**src/hw/rtl/msep_pkg.sv**
```systemverilog
// Shared types, constants and helpers of the score event parser.
`timescale 1ns / 1ps
package msep_pkg;

  localparam int CHANNELS = 16;
  localparam int CH_W     = $clog2(CHANNELS);
  localparam int QDEPTH   = 4;
  localparam int QPTR_W   = $clog2(QDEPTH);

  localparam logic [2:0] CMD_NOTE_OFF = 3'd0;
  localparam logic [2:0] CMD_NOTE_ON  = 3'd1;
  localparam logic [2:0] CMD_BEND     = 3'd2;
  localparam logic [2:0] CMD_PATCH    = 3'd3;
  localparam logic [2:0] CMD_VOLUME   = 3'd4;
  localparam logic [2:0] CMD_PAN      = 3'd5;
  localparam logic [2:0] CMD_WAIT     = 3'd6;
  localparam logic [2:0] CMD_END      = 3'd7;

  // result word from the parser; total is zero unless command is wait
  typedef struct packed {
    logic [2:0]      command;
    logic [CH_W-1:0] channel;
    logic [6:0]      first_value;
    logic [6:0]      velocity;
    logic [31:0]     total;
  } res_t;

  // word in flight through the divide-by-seven pipeline
  typedef struct packed {
    logic [2:0]      command;
    logic [CH_W-1:0] channel;
    logic [6:0]      first_value;
    logic [6:0]      velocity;
    logic [35:0]     num;
    logic [2:0]      rem;
  } bk_t;

  typedef struct packed {
    logic [2:0] q;
    logic [2:0] r;
  } d7_t;

  // one radix-8 long-division digit by 7: 8r+d = 7r + (r+d), r+d <= 13
  function automatic d7_t div7_digit(input logic [2:0] r, input logic [2:0] d);
    logic [3:0] s;
    d7_t        o;
    s = {1'b0, r} + {1'b0, d};
    if (s >= 4'd7) begin
      o.q = r + 3'd1;
      o.r = 3'(s - 4'd7);
    end else begin
      o.q = r;
      o.r = s[2:0];
    end
    return o;
  endfunction

endpackage

```
**src/hw/rtl/msep_front.sv**
```systemverilog
// Front end: byte parser, velocity store and tick accumulator.
`timescale 1ns / 1ps
module msep_front (
  input  logic          clk,
  input  logic          rst_n,
  input  logic          cfg_wr_en,
  input  logic          cfg_wr_data,
  input  logic          accept,
  input  logic [7:0]    score_byte,
  output logic          res_push,
  output msep_pkg::res_t res_word
);
  import msep_pkg::*;

  localparam logic [2:0] PH_EVENT = 3'd0;
  localparam logic [2:0] PH_DATA1 = 3'd1;
  localparam logic [2:0] PH_DATA2 = 3'd2;
  localparam logic [2:0] PH_SKIP  = 3'd3;
  localparam logic [2:0] PH_DELAY = 3'd4;

  logic            looping_r;
  logic [2:0]      phase_r, phase_nxt;
  logic [CH_W-1:0] cur_ch_r, cur_ch_nxt;
  logic [2:0]      type_r, type_nxt;
  logic [6:0]      held_r, held_nxt;
  logic            df_r, df_nxt;
  logic [31:0]     delay_r, delay_nxt;
  logic [31:0]     total_r, total_nxt;
  logic            halted_r, halted_nxt;
  logic [6:0]      vel_r [CHANNELS];

  logic            vel_we;
  logic [CH_W-1:0] ev_ch;
  logic [2:0]      ev_type;
  logic            fin;
  logic            fin_df;
  logic            emit;
  res_t            res;

  assign ev_type = score_byte[6:4];

  // channel remap: above 8 moves up one, 15 lands on percussion
  always_comb begin
    if (score_byte[3:0] == 4'd15) begin
      ev_ch = CH_W'(9);
    end else if (score_byte[3:0] > 4'd8) begin
      ev_ch = score_byte[3:0] + 4'd1;
    end else begin
      ev_ch = score_byte[3:0];
    end
  end

  always_comb begin
    phase_nxt  = phase_r;
    cur_ch_nxt = cur_ch_r;
    type_nxt   = type_r;
    held_nxt   = held_r;
    df_nxt     = df_r;
    delay_nxt  = delay_r;
    total_nxt  = total_r;
    halted_nxt = halted_r;
    vel_we     = 1'b0;
    fin        = 1'b0;
    fin_df     = df_r;
    emit       = 1'b0;
    res        = '0;
    if (!halted_r) begin
      case (phase_r)
        PH_DATA1: begin
          res.channel = cur_ch_r;
          if (type_r == 3'd0) begin
            emit            = 1'b1;
            res.command     = CMD_NOTE_OFF;
            res.first_value = score_byte[6:0];
            res.velocity    = vel_r[cur_ch_r];
            fin             = 1'b1;
          end else if (type_r == 3'd1 && !score_byte[7]) begin
            emit            = 1'b1;
            res.command     = CMD_NOTE_ON;
            res.first_value = score_byte[6:0];
            res.velocity    = vel_r[cur_ch_r];
            fin             = 1'b1;
          end else if (type_r == 3'd2) begin
            emit            = 1'b1;
            res.command     = CMD_BEND;
            res.first_value = score_byte[7:1];
            fin             = 1'b1;
          end else begin
            // note with velocity byte, or controller number
            held_nxt  = score_byte[6:0];
            phase_nxt = PH_DATA2;
          end
        end
        PH_DATA2: begin
          res.channel     = cur_ch_r;
          res.first_value = score_byte[6:0];
          fin             = 1'b1;
          if (type_r == 3'd1) begin
            vel_we          = 1'b1;
            emit            = 1'b1;
            res.command     = CMD_NOTE_ON;
            res.first_value = held_r;
            res.velocity    = score_byte[6:0];
          end else if (held_r == 7'd0) begin
            emit        = 1'b1;
            res.command = CMD_PATCH;
          end else if (held_r == 7'd3) begin
            emit        = 1'b1;
            res.command = CMD_VOLUME;
          end else if (held_r == 7'd4) begin
            emit        = 1'b1;
            res.command = CMD_PAN;
          end
        end
        PH_SKIP: begin
          fin = 1'b1;
        end
        PH_DELAY: begin
          delay_nxt = {delay_r[24:0], score_byte[6:0]};
          if (!score_byte[7]) begin
            total_nxt   = total_r + delay_nxt;
            phase_nxt   = PH_EVENT;
            emit        = 1'b1;
            res.command = CMD_WAIT;
            res.total   = total_nxt;
          end
        end
        default: begin
          cur_ch_nxt = ev_ch;
          type_nxt   = ev_type;
          df_nxt     = score_byte[7];
          if (ev_type inside {3'd0, 3'd1, 3'd2, 3'd4}) begin
            phase_nxt = PH_DATA1;
          end else if (ev_type == 3'd3) begin
            phase_nxt = PH_SKIP;
          end else if (ev_type == 3'd6) begin
            emit        = 1'b1;
            res.command = CMD_END;
            phase_nxt   = PH_EVENT;
            if (looping_r) begin
              total_nxt = '0;
              df_nxt    = 1'b0;
            end else begin
              halted_nxt = 1'b1;
            end
          end else begin
            fin    = 1'b1;
            fin_df = score_byte[7];
          end
        end
      endcase
      if (fin) begin
        if (fin_df) begin
          delay_nxt = '0;
          phase_nxt = PH_DELAY;
        end else begin
          phase_nxt = PH_EVENT;
        end
      end
    end
  end

  assign res_push = accept && emit;
  assign res_word = res;

  always_ff @(posedge clk) begin
    if (!rst_n) begin
      looping_r <= 1'b0;
    end else if (cfg_wr_en) begin
      looping_r <= cfg_wr_data;
    end
  end

  always_ff @(posedge clk) begin
    if (!rst_n) begin
      phase_r  <= PH_EVENT;
      cur_ch_r <= '0;
      type_r   <= '0;
      held_r   <= '0;
      df_r     <= 1'b0;
      delay_r  <= '0;
      total_r  <= '0;
      halted_r <= 1'b0;
      for (int i = 0; i < CHANNELS; i++) begin
        vel_r[i] <= '0;
      end
    end else if (accept) begin
      phase_r  <= phase_nxt;
      cur_ch_r <= cur_ch_nxt;
      type_r   <= type_nxt;
      held_r   <= held_nxt;
      df_r     <= df_nxt;
      delay_r  <= delay_nxt;
      total_r  <= total_nxt;
      halted_r <= halted_nxt;
      if (vel_we) begin
        vel_r[cur_ch_r] <= score_byte[6:0];
      end
    end
  end

endmodule

```
**src/hw/rtl/msep_queue.sv**
```systemverilog
// Short queue of result words between parser and back end.
`timescale 1ns / 1ps
module msep_queue (
  input  logic           clk,
  input  logic           rst_n,
  input  logic           wr_en,
  input  msep_pkg::res_t wr_word,
  input  logic           rd_en,
  output msep_pkg::res_t rd_word,
  output logic           q_full,
  output logic           q_empty
);
  import msep_pkg::*;

  res_t              mem_r [QDEPTH];
  logic [QPTR_W-1:0] wp_r, rp_r;
  logic [QPTR_W:0]   cnt_r;
  logic              do_wr, do_rd;

  assign q_full  = (cnt_r == (QPTR_W+1)'(QDEPTH));
  assign q_empty = (cnt_r == '0);
  assign do_wr   = wr_en && !q_full;
  assign do_rd   = rd_en && !q_empty;
  assign rd_word = mem_r[rp_r];

  always_ff @(posedge clk) begin
    if (do_wr) begin
      mem_r[wp_r] <= wr_word;
    end
  end

  always_ff @(posedge clk) begin
    if (!rst_n) begin
      wp_r  <= '0;
      rp_r  <= '0;
      cnt_r <= '0;
    end else begin
      if (do_wr) begin
        wp_r <= wp_r + QPTR_W'(1);
      end
      if (do_rd) begin
        rp_r <= rp_r + QPTR_W'(1);
      end
      if (do_wr && !do_rd) begin
        cnt_r <= cnt_r + (QPTR_W+1)'(1);
      end else if (do_rd && !do_wr) begin
        cnt_r <= cnt_r - (QPTR_W+1)'(1);
      end
    end
  end

endmodule

```
**src/hw/rtl/msep_back.sv**
```systemverilog
// Back end: elastic pipeline computing floor(5*total/7), last stage is the output register.
`timescale 1ns / 1ps
module msep_back (
  input  logic           clk,
  input  logic           rst_n,
  input  logic           in_valid,
  input  msep_pkg::res_t in_word,
  output logic           in_take,
  input  logic           out_take,
  output logic           out_valid,
  output msep_pkg::bk_t  out_word
);
  import msep_pkg::*;

  localparam int STAGES = 4;

  logic        v_r   [STAGES];
  bk_t         stg_r [STAGES];
  logic        rdy   [STAGES];
  bk_t         nxt   [STAGES];

  always_comb begin
    rdy[STAGES-1] = !v_r[STAGES-1] || out_take;
    for (int j = STAGES - 2; j >= 0; j--) begin
      rdy[j] = !v_r[j] || rdy[j+1];
    end
  end

  assign in_take = rdy[0] && in_valid;

  // stage 0 forms 5*total, the rest do four quotient digits each, MSB first
  always_comb begin
    d7_t        dq;
    logic [2:0] rr;
    nxt[0].command     = in_word.command;
    nxt[0].channel     = in_word.channel;
    nxt[0].first_value = in_word.first_value;
    nxt[0].velocity    = in_word.velocity;
    nxt[0].num         = 36'({in_word.total, 2'b00}) + 36'(in_word.total);
    nxt[0].rem         = 3'd0;
    for (int j = 0; j < STAGES - 1; j++) begin
      nxt[j+1] = stg_r[j];
      rr       = stg_r[j].rem;
      for (int i = 0; i < 4; i++) begin
        dq = div7_digit(rr, stg_r[j].num[3*(11-4*j-i) +: 3]);
        nxt[j+1].num[3*(11-4*j-i) +: 3] = dq.q;
        rr = dq.r;
      end
      nxt[j+1].rem = rr;
    end
  end

  always_ff @(posedge clk) begin
    for (int j = 0; j < STAGES; j++) begin
      if (rdy[j]) begin
        stg_r[j] <= nxt[j];
      end
    end
  end

  always_ff @(posedge clk) begin
    if (!rst_n) begin
      for (int j = 0; j < STAGES; j++) begin
        v_r[j] <= 1'b0;
      end
    end else begin
      if (rdy[0]) begin
        v_r[0] <= in_valid;
      end
      for (int j = 1; j < STAGES; j++) begin
        if (rdy[j]) begin
          v_r[j] <= v_r[j-1];
        end
      end
    end
  end

  assign out_valid = v_r[STAGES-1];
  assign out_word  = stg_r[STAGES-1];

endmodule

```
**src/hw/rtl/mus_score_event_parser.sv**
```systemverilog
// Top level of the score event parser.
//
// Takes one score byte per cycle (push while full is low) and returns decoded
// events through a queue-style result port (pop while empty is low). Every
// byte is consumed in the cycle it is accepted; a byte that completes an
// event queues at most one result word into a four-word buffer, which
// feeds a four-stage pipeline that computes the wait time floor(5*total/7)
// by radix-8 long division; the last pipeline stage is the output register.
// full rises only when the result side has stalled long enough to fill the
// buffer.
`timescale 1ns / 1ps
module mus_score_event_parser (
  input  logic        clk,
  input  logic        rst_n,
  input  logic        cfg_wr_en,
  input  logic        cfg_wr_data,
  input  logic        push,
  output logic        full,
  input  logic [7:0]  in_score_byte,
  output logic        empty,
  input  logic        pop,
  output logic [2:0]  out_command,
  output logic [3:0]  out_channel,
  output logic [6:0]  out_first_value,
  output logic [6:0]  out_velocity,
  output logic [31:0] out_wait_time
);
  import msep_pkg::*;

  logic accept;
  logic res_push;
  res_t res_word;
  res_t q_word;
  logic q_full, q_empty;
  logic q_take;
  logic bk_valid;
  bk_t  bk_word;

  assign accept = push && !q_full;
  assign full   = q_full;

  msep_front u_front (
    .clk        (clk),
    .rst_n      (rst_n),
    .cfg_wr_en  (cfg_wr_en),
    .cfg_wr_data(cfg_wr_data),
    .accept     (accept),
    .score_byte (in_score_byte),
    .res_push   (res_push),
    .res_word   (res_word)
  );

  msep_queue u_queue (
    .clk    (clk),
    .rst_n  (rst_n),
    .wr_en  (res_push),
    .wr_word(res_word),
    .rd_en  (q_take),
    .rd_word(q_word),
    .q_full (q_full),
    .q_empty(q_empty)
  );

  msep_back u_back (
    .clk      (clk),
    .rst_n    (rst_n),
    .in_valid (!q_empty),
    .in_word  (q_word),
    .in_take  (q_take),
    .out_take (pop),
    .out_valid(bk_valid),
    .out_word (bk_word)
  );

  assign empty           = !bk_valid;
  assign out_command     = bk_word.command;
  assign out_channel     = bk_word.channel;
  assign out_first_value = bk_word.first_value;
  assign out_velocity    = bk_word.velocity;
  assign out_wait_time   = bk_word.num[31:0];

endmodule

```
**config.mk**
```make
export PLATFORM = sky130hd
export DESIGN_NAME = mus_score_event_parser
export DESIGN_NICKNAME = d
export VERILOG_FILES = /design/src/hw/rtl/msep_pkg.sv /design/src/hw/rtl/msep_front.sv /design/src/hw/rtl/msep_queue.sv /design/src/hw/rtl/msep_back.sv /design/src/hw/rtl/mus_score_event_parser.sv
export SDC_FILE = /design/constraint.sdc
export NUM_CORES = 1
export LEC_CHECK = 0
export BUFFER_PORTS_ARGS = -buffer_cell sky130_fd_sc_hd__buf_2
export CAP_MARGIN = 15
export CORE_MARGIN = 3
export CORE_UTILIZATION = 23
export CTS_BUF_LIST = sky130_fd_sc_hd__clkbuf_16
export CTS_CLUSTER_SIZE = 8
export DETAILED_ROUTE_END_ITERATION = 8
export GPL_TIMING_DRIVEN = 1
export PLACE_DENSITY_LB_ADDON = 0.1
export SLEW_MARGIN = 30
export SYNTH_ARGS = -nofsm -noshare
export SYNTH_HDL_FRONTEND = slang
export SYNTH_SLANG_ARGS = --single-unit
```
**constraint.sdc**
```tcl
create_clock -name clk -period 6.5 [get_ports clk]
set_clock_uncertainty 0.15 [all_clocks]
set_input_delay 1.3 -clock clk [delete_from_list [all_inputs] [get_ports clk]]
set_output_delay 1.3 -clock clk [all_outputs]
set_load 0.05 [all_outputs]
```
==> flow_metrics.tcl, run 1 <==
set metrics [dict create \
    clock_path_buffers 3 \
    grt_pass1_vias 17500 \
    hold_viol 0 \
    synth_top_family_by_area "simple AND/OR/NAND/NOR gates" \
    chipWidth_um 360 \
    cp_slowest_stage_delay_ns 0.49 \
    synth_compound_area_share_pct 7.97 \
    cts_tree "built" \
    setup_viol 0 \
    cp_slowest_cell "fa_1" \
    ys_ff_latch 639 \
    detail_route.wl_per_cell_um 17.8 \
    ys.flop_type "edfxtp_1" \
    path_buf_inv 5 \
    synthCells 2035 \
    drtIter0Drc 769 \
    dp_hpwl_mm 45.7 \
    yosys.area_share.simple_pct 9.55 \
    syn-num-nets 2183 \
    status "finished, final reports clean" \
    antenna_found_initial 1 \
    grt-ovfl-total 0 \
    synthArstFlopShare_pct 0 \
    critical_path.top_delay_family "adder cells" \
    fillCellCount 12700 \
    ys_warn_count 0 \
    synth_cell_types 80 \
    area_delta_synth_final_pct 18.5 \
    postRouteAntennaNets 0 \
    core_um2 124000 \
    dr_total_vias 16400 \
    initial_utilization_pct 23.3 \
    hold_class "flop to flop" \
    io_pins 69 \
    synth_seq_area_share_pct 63.2 \
    synthXorXnorAreaFrac_pct 3.09 \
    drt-total-wl_mm 68.9 \
    utilization_pct 27.6 \
    worstSetupEndpointType "flop" \
    clkLatencyLatePin_ns 0.65 \
    clock_sinks 639 \
    grtUsageTotal_pct 10.6 \
    maxCapViolCount 0 \
    slew_viol_final 0 \
    totalNegativeSetupSlack_ns 0 \
    grt_max_degree 62 \
    synth_area_leaders "edfxtp_1, mux4_2, dfxtp_1" \
    synth_edf_count 546 \
    r2r_cells 26 \
    timing.hold.ws_ns 0.264 \
    placementRows 129 \
    layout_common_cells "edfxtp_1, nand2_1, inv_1" \
    drive_above_1_share_pct 17.8 \
    h-tree-depth 3 \
    yosysTopAreaCell "edfxtp_1" \
    mostFrequentLayoutCell "edfxtp_1" \
    crit_arrival_ns 6.54 \
    worst_slew_pin_slew_ns 0.876 \
    via_per_inst 4.24 \
    buffer_ports.inserted 68 \
    syn_area_per_cell_um2 14.2 \
    max-slew-margin-rel_pct 41.2 \
    crit_type "flop to flop" \
    period_share_pct 97.1 \
    synth-adder-area-share_pct 6.17 \
    required_ns 6.73 \
    cts-root-buf "clkbuf_16" \
    muxShareOfSynthArea_pct 8.00 \
    die_y_um 360 \
    crit_cells 26 \
    dr.pass1.iters 5 \
    place.gp.congestion 0.748 \
    drc_errors 0 \
    die_area_um2 130000 \
    startpoint_type "flop" \
    synth_area_um2 28900 \
    hold_depth 0 \
    period_minus_slack_ns 6.31 \
    path_clk_slew_ns 0.05 \
    critPathMaxFanout 4 \
    grt_pass1_wl_mm 107 \
    netlist.area_leader.share_pct 56.7 \
    nNetsFinal 2312 \
    cts_buffers 92 \
    fmax_ghz 0.158 \
]
## through the flow
step           std cells  setup WS (ns)  area, µm²
6_report            3869          0.188      34200
2_1_floorplan       2035        0.00524      29000
4_1_cts             3858        0.00567      34100
3_3_place_gp        3696         0.0214      31400
3_5_place_dp        3696         -0.129      31400
5_1_grt             3867        -0.0335      34200
## timing repair
action	in CTS	in global routing
hold buffers	0	0
resized for setup	11	19
setup endpoints to repair	6	8
pin swaps	12	21
setup buffers	2	9
## layout make-up
cell class	count	area, µm²	area share, %
inverter	62	233	0.680
timing repair buffer	122	746	2.18
tap	1637	2050	5.98
clock buffer	93	2330	6.80
antenna	2	5.00	0.0146
sequential	639	18300	53.3
clock inverter	67	327	0.954
multi-input combinational	1247	10300	30.1
## cell families after synthesis
group	after synthesis
fa+ha+maj	134
mux	120
flops	639
compound gates	341
xor+xnor	102
simple gates	550
buf+inv	149
## synthesized netlist by cell type (9+ instances only)
library cell / instances
a21oi_1: 111
o21bai_1: 11
edfxtp_1: 546
nor2b_1: 31
xor2_1: 26
buf_2: 14
a21o_1: 51
buf_1: 9
clkbuf_1: 62
mux4_2: 88
nor2_1: 99
ha_1: 120
dfxtp_1: 93
nand3_1: 30
inv_1: 59
nand2b_1: 26
o21ai_1: 18
a21boi_0: 11
a22oi_1: 15
nor3_1: 48
nor4_1: 11
o21ai_0: 49
nand2_1: 155
fa_1: 14
xnor2_1: 76
o21a_1: 9
mux2i_1: 24
and2_1: 100
## layer usage
metal / vias up / track usage [%] / share of wire, %
met5: - / 0 / 0
met4: 0 / 3.17 / 2.2
met3: 105 / 2.11 / 3.6
met2: 214 / 17.7 / 47
met1: 8110 / 14.0 / 47
li1: 7960 / - / -
## path summary, 6_finish.rpt
| kind | start | slack (ns) | endpoint |
|---|---|---|---|
| worst max register to register | u_back.stg_r[2][0] | 0.19 | u_back.stg_r[3][3] |
| worst max-delay path | u_back.stg_r[2][0] | 0.19 | u_back.stg_r[3][3] |
| worst min register to register | u_back.stg_r[2][27] | 0.26 | u_back.stg_r[3][27] |
| worst min-delay path | u_back.stg_r[2][27] | 0.26 | u_back.stg_r[3][27] |
## registers in the layout (all words and copies together) (netlist names), named ones only
register	flops
u_back.stg_r	221
u_front.total_r	32
u_back.v_r	4
u_front.held_r	7
u_front.cur_ch_r	4
u_queue.cnt_r	3
u_front.halted_r	1
u_front.delay_r	25
u_queue.wp_r	2
u_front.looping_r	1
u_queue.rp_r	2
u_front.vel_r	112
u_queue.mem_r	212
u_front.df_r	1
u_front.phase_r	3
u_front.type_r	3
Power of run 1 is left out: the tool's default activity adds up to more than one toggle a clock period on the data nets, which glitch-free logic cannot reach.
==> run 2, diff against run 1 <==
Settings changed: ABC_AREA from default to 0, CAP_MARGIN 15 to 20, SETUP_SLACK_MARGIN from default to 0.3.
==> run 2 against run 1 <==
- die area did not move
- largest cell class unchanged
- utilization rose by 0.24 points
- cell count rose by 0.10%
==> flow_metrics.tcl, run 2 (synthesized netlist as in run 1, its figures left out) <==
set metrics [dict create \
    path_buf_inv 6 \
    grtUsageTotal_pct 10.5 \
    period_share_pct 96.1 \
    cts_buffers 92 \
    dr_total_vias 16600 \
    nNetsFinal 2324 \
    max-slew-margin-rel_pct 40.5 \
    status "finished, final reports clean" \
    crit_top_cell "inv_2" \
    fillCellCount 12600 \
    placementRows 129 \
    drt-total-wl_mm 68.5 \
    core_um2 124000 \
    grt_max_degree 58 \
    postRouteAntennaNets 0 \
    grt_pass1_wl_mm 105 \
    via_per_inst 4.28 \
    worstSetupEndpointType "flop" \
    period_minus_slack_ns 6.25 \
    cts_tree "built" \
    chipWidth_um 360 \
    top_regs "u_back.stg_r (221), u_queue.mem_r (212), u_front.vel_r (112)" \
    dr.pass1.iters 5 \
    clock_path_buffers 3 \
    startpoint_type "flop" \
    place.gp.congestion 0.744 \
    path_clk_slew_ns 0.05 \
    largest_reg_flops 221 \
    drc_errors 0 \
    crit_arrival_ns 6.50 \
    clkLatencyLatePin_ns 0.65 \
    r2r_setup_slack_ns 0.25 \
    layout_common_cells "edfxtp_1, nand2_1, ha_1" \
    cp-endpoint "u_back.stg_r[3][3]" \
    largest-register "u_back.stg_r" \
    hold_viol 0 \
    worst_slew_pin_slew_ns 0.890 \
    grt_pass1_vias 17300 \
    timing.rr.start "u_back.stg_r[2][0]" \
    setup_viol 0 \
    clock_sinks 639 \
    cts-root-buf "clkbuf_16" \
    maxCapViolCount 0 \
    crit_path_start "u_back.stg_r[2][0]" \
    drtIter0Drc 857 \
    cp_slowest_stage_delay_ns 0.57 \
    fmax_ghz 0.160 \
    dp_hpwl_mm 45.5 \
    critical_path.top_delay_family "adder cells" \
    initial_utilization_pct 23.3 \
    timing.hold.ws_ns 0.261 \
    required_ns 6.75 \
    hold_start "u_back.stg_r[0][9]" \
    grt-ovfl-total 0 \
    die_area_um2 130000 \
    crit_cells 26 \
    cp_slowest_cell "fa_2" \
    mostFrequentLayoutCell "edfxtp_1" \
    area_delta_synth_final_pct 19.6 \
    hold_class "flop to flop" \
    io_pins 69 \
    crit_type "flop to flop" \
    r2r-end "u_back.stg_r[3][3]" \
    h-tree-depth 3 \
    antenna_found_initial 1 \
    detail_route.wl_per_cell_um 17.7 \
    buffer_ports.inserted 68 \
    r2r_cells 26 \
    drive_above_1_share_pct 19.2 \
    slew_viol_final 0 \
    die_y_um 360 \
    rsz0062_at_grt "true" \
    critPathMaxFanout 4 \
]
run 2: repair_timing:
item | CTS | global route
pin swaps | 25 | 22
gates cloned | 0 | 0
buffers inserted | 16 | 17
gates resized for setup | 15 | 24
hold buffers | 0 | 0
setup endpoints to repair | 8 | 11
run 2: final cells by class:
class	instances	area, µm²	share of cell area [%]
clock buffer	95	2380	6.88
multi-input combinational	1247	10400	30.1
clock inverter	58	323	0.934
inverter	62	233	0.674
timing repair buffer	134	901	2.61
tap	1637	2050	5.93
antenna	1	2.50	0.00724
sequential	639	18300	52.9
run 2: per-layer routing:
metal | up-vias | routed length, µm | GRT usage [%] | part of all wire, %
met5 | - | 0 | 0 | 0
met4 | 0 | 1730 | 3.49 | 2.5
met3 | 115 | 2650 | 2.13 | 3.9
met2 | 278 | 32700 | 17.4 | 48
met1 | 8207 | 31400 | 13.6 | 46
li1 | 7965 | - | - | -
run 2: stage by stage:
step	area, µm²	TNS, ns	util [%]	std cells	setup WS, ns
floorplan	29100	0	-	2035	0.164
global placement	31400	0	25.2	3684	0.0940
detailed placement	31400	-0.00710	25.2	3684	-0.00710
CTS	34300	0	27.6	3853	0.288
global route	34500	-0.0104	27.8	3872	-0.0104
finish	34600	0	27.8	3873	0.253
run 2: how the worst min path moves through the flow:
stage / to / slack [ns] / depth (start not counted)
4_1_cts: u_back.stg_r[1][54] / 0.27 / 0
5_1_grt: u_back.stg_r[1][57] / 0.27 / 0
2_1_floorplan: u_back.stg_r[1][10] / 0.25 / 0
6_report: u_back.stg_r[1][9] / 0.26 / 0
3_3_place_gp: u_back.stg_r[1][20] / 0.25 / 0
3_5_place_dp: u_back.stg_r[1][54] / 0.25 / 0
run 2: worst reg2reg max path, cell delays in order (launching register included):
cell      delay (ns)
edfxtp_1        0.40
ha_2            0.21
fa_2            0.57
ha_4            0.15
a21oi_4         0.07
buf_6           0.14
mux2i_4         0.19
buf_6           0.12
fa_1            0.51
inv_2           0.06
ha_4            0.17
a21oi_4         0.20
xnor2_2         0.15
ha_2            0.22
inv_2           0.04
fa_1            0.49
inv_2           0.05
ha_4            0.16
a21oi_4         0.19
xnor2_2         0.15
ha_2            0.22
inv_2           0.04
fa_1            0.49
nor2b_2         0.05
a221o_1         0.28
a221o_1         0.37
xor2_1          0.18
Power of run 2 is left out for the same reason.
==> run 3, diff against run 2 <==
Settings changed: PLACE_DENSITY_LB_ADDON 0.1 to 0.12, SETUP_SLACK_MARGIN 0.3 to 0.4.
==> run 3 against run 2 <==
- register-to-register slack hardly changed
- flip-flop and latch count stayed put
- non-clock buffer count is 7 higher
- wire length is 0.36% higher
- global-route usage is 0.063 points higher
- maximum frequency is 0.18% lower
- via count is 0.37% higher
- sequential share of layout area is 0.088 points lower
- worst hold slack worse by 0.0015 ns
- utilization hardly changed
==> flow_metrics.tcl, run 3 (synthesized netlist as in run 1, its figures left out) <==
set metrics [dict create \
    grtUsageTotal_pct 10.5 \
    grt-ovfl-total 0 \
    r2r_cells 26 \
    die_y_um 360 \
    h-tree-depth 3 \
    hold_viol 0 \
    antenna_found_initial 0 \
    status "finished, final reports clean" \
    rsz0062_at_grt "true" \
    place.gp.congestion 0.751 \
    drt-total-wl_mm 68.8 \
    period_share_pct 96.3 \
    r2r-end "u_back.stg_r[3][3]" \
    drtIter0Drc 806 \
    largest-register "u_back.stg_r" \
    core_um2 124000 \
    crit_type "flop to flop" \
    placementRows 129 \
    io_pins 69 \
    startpoint_type "flop" \
    max-slew-margin-rel_pct 37.1 \
    grt_pass1_vias 17700 \
    placedCellCount 3684 \
    detail_route.wl_per_cell_um 17.7 \
    timing.rr.start "u_back.stg_r[2][0]" \
    hold_class "flop to flop" \
    clkLatencyLatePin_ns 0.66 \
    grt_max_degree 56 \
    top_regs "u_back.stg_r (221), u_queue.mem_r (212), u_front.vel_r (112)" \
    dp_hpwl_mm 45.0 \
    dr.pass1.iters 5 \
    clock_sinks 639 \
    chipWidth_um 360 \
    path_clk_slew_ns 0.05 \
    fmax_ghz 0.160 \
    crit_arrival_ns 6.51 \
    maxCapViolCount 0 \
    design_area_um2 34600 \
    critPathMaxFanout 4 \
    drc_errors 0 \
    clock_path_buffers 3 \
    hold_start "u_back.stg_r[1][6]" \
    die_area_um2 130000 \
    buffer_ports.inserted 68 \
    cts-root-buf "clkbuf_16" \
    postRouteAntennaNets 0 \
    drive_above_1_share_pct 19.1 \
    totalNegativeSetupSlack_ns 0 \
    worst_slew_pin_slew_ns 0.933 \
    r2r_setup_slack_ns 0.24 \
    via_per_inst 4.27 \
    largest_reg_flops 221 \
    grt_pass1_wl_mm 106 \
    worstSetupEndpointType "flop" \
    hold_depth 0 \
    area_delta_synth_final_pct 19.8 \
    initial_utilization_pct 23.3 \
    hold_end "u_back.stg_r[2][6]" \
    period_minus_slack_ns 6.26 \
    cts_tree "built" \
    required_ns 6.75 \
    layout_common_cells "edfxtp_1, nand2_1, inv_1" \
    setup_viol 0 \
    nNetsFinal 2330 \
    mostFrequentLayoutCell "edfxtp_1" \
    slew_viol_final 0 \
    dr_total_vias 16600 \
    place_area_um2 31400 \
    cts_buffers 91 \
    instances_no_fill 3894 \
]
-- run 3: cell count changes in the layout (fill, tap and decap cells not counted), moves of 3 or more --
cell	delta
inv_1	+18
inv_16	-3
buf_16	+4
buf_12	-3
clkinv_1	-3
buf_4	+8
clkbuf_16	-4
clkinv_16	+3
-- run 3: how the worst max path moves through the flow --
| stage | from | slack, ns | endpoint |
|---|---|---|---|
| floorplan | u_back.stg_r[2][0] | 0.16 | u_back.stg_r[3][3] |
| global placement | u_back.stg_r[1][0] | 0.08 | u_back.stg_r[2][1] |
| detailed placement | u_back.stg_r[1][0] | 0.002 | u_back.stg_r[2][16] |
| CTS | u_back.stg_r[1][0] | 0.30 | u_back.stg_r[2][16] |
| global route | u_back.stg_r[1][0] | -0.002 | u_back.stg_r[2][16] |
| finish | u_back.stg_r[2][0] | 0.24 | u_back.stg_r[3][3] |
-- run 3: layout make-up --
type / count / area, µm²
timing repair buffer: 141 / 988
multi-input combinational: 1247 / 10400
inverter: 62 / 233
clock buffer: 91 / 2280
tap: 1637 / 2050
antenna: 3 / 7.51
fill: 12500 / 89700
clock inverter: 74 / 408
sequential: 639 / 18300
-- run 3: stage by stage --
stage               utilization [%]  hold WS [ns]  worst slack (ns)
detailed placement             25.3         0.255           0.00163
floorplan                         -         0.250             0.164
global placement               25.2         0.251            0.0842
CTS                            27.7         0.263             0.297
finish                         27.8         0.259             0.242
global route                   27.8         0.270          -0.00185
-- run 3: worst max-delay path, cell delays in order (launching register included) --
cell and delay, ns:
edfxtp_1 0.39, ha_2 0.21, fa_2 0.47, ha_4 0.20
a21oi_4 0.24, xnor2_2 0.16, ha_2 0.22, inv_2 0.04
fa_1 0.49, inv_2 0.06, ha_4 0.16, a21oi_4 0.18
xnor2_2 0.14, ha_2 0.22, inv_2 0.04, fa_1 0.50
inv_2 0.06, ha_4 0.16, a21oi_4 0.17, xnor2_2 0.14
ha_2 0.21, inv_2 0.04, fa_1 0.48, nor2b_1 0.06
a221o_1 0.29, a221o_1 0.37, xor2_1 0.18
-- run 3: timing repair --
action | CTS | global route
pin swaps | 33 | 20
hold endpoints to repair | 0 | 0
gates resized for setup | 23 | 9
setup buffers | 29 | 12
hold buffers | 0 | 0
endpoints found under the setup margin | 8 | 10
-- run 3: metal layers --
| layer | up-vias | GRT usage, % | wire length, µm |
|---|---|---|---|
| met5 | - | 0 | 0 |
| met1 | 8323 | 13.8 | 32000 |
| met2 | 223 | 17.6 | 32800 |
| met3 | 113 | 2.03 | 2400 |
| met4 | 0 | 3.33 | 1620 |
| li1 | 7967 | - | - |
Power of run 3 is left out for the same reason.
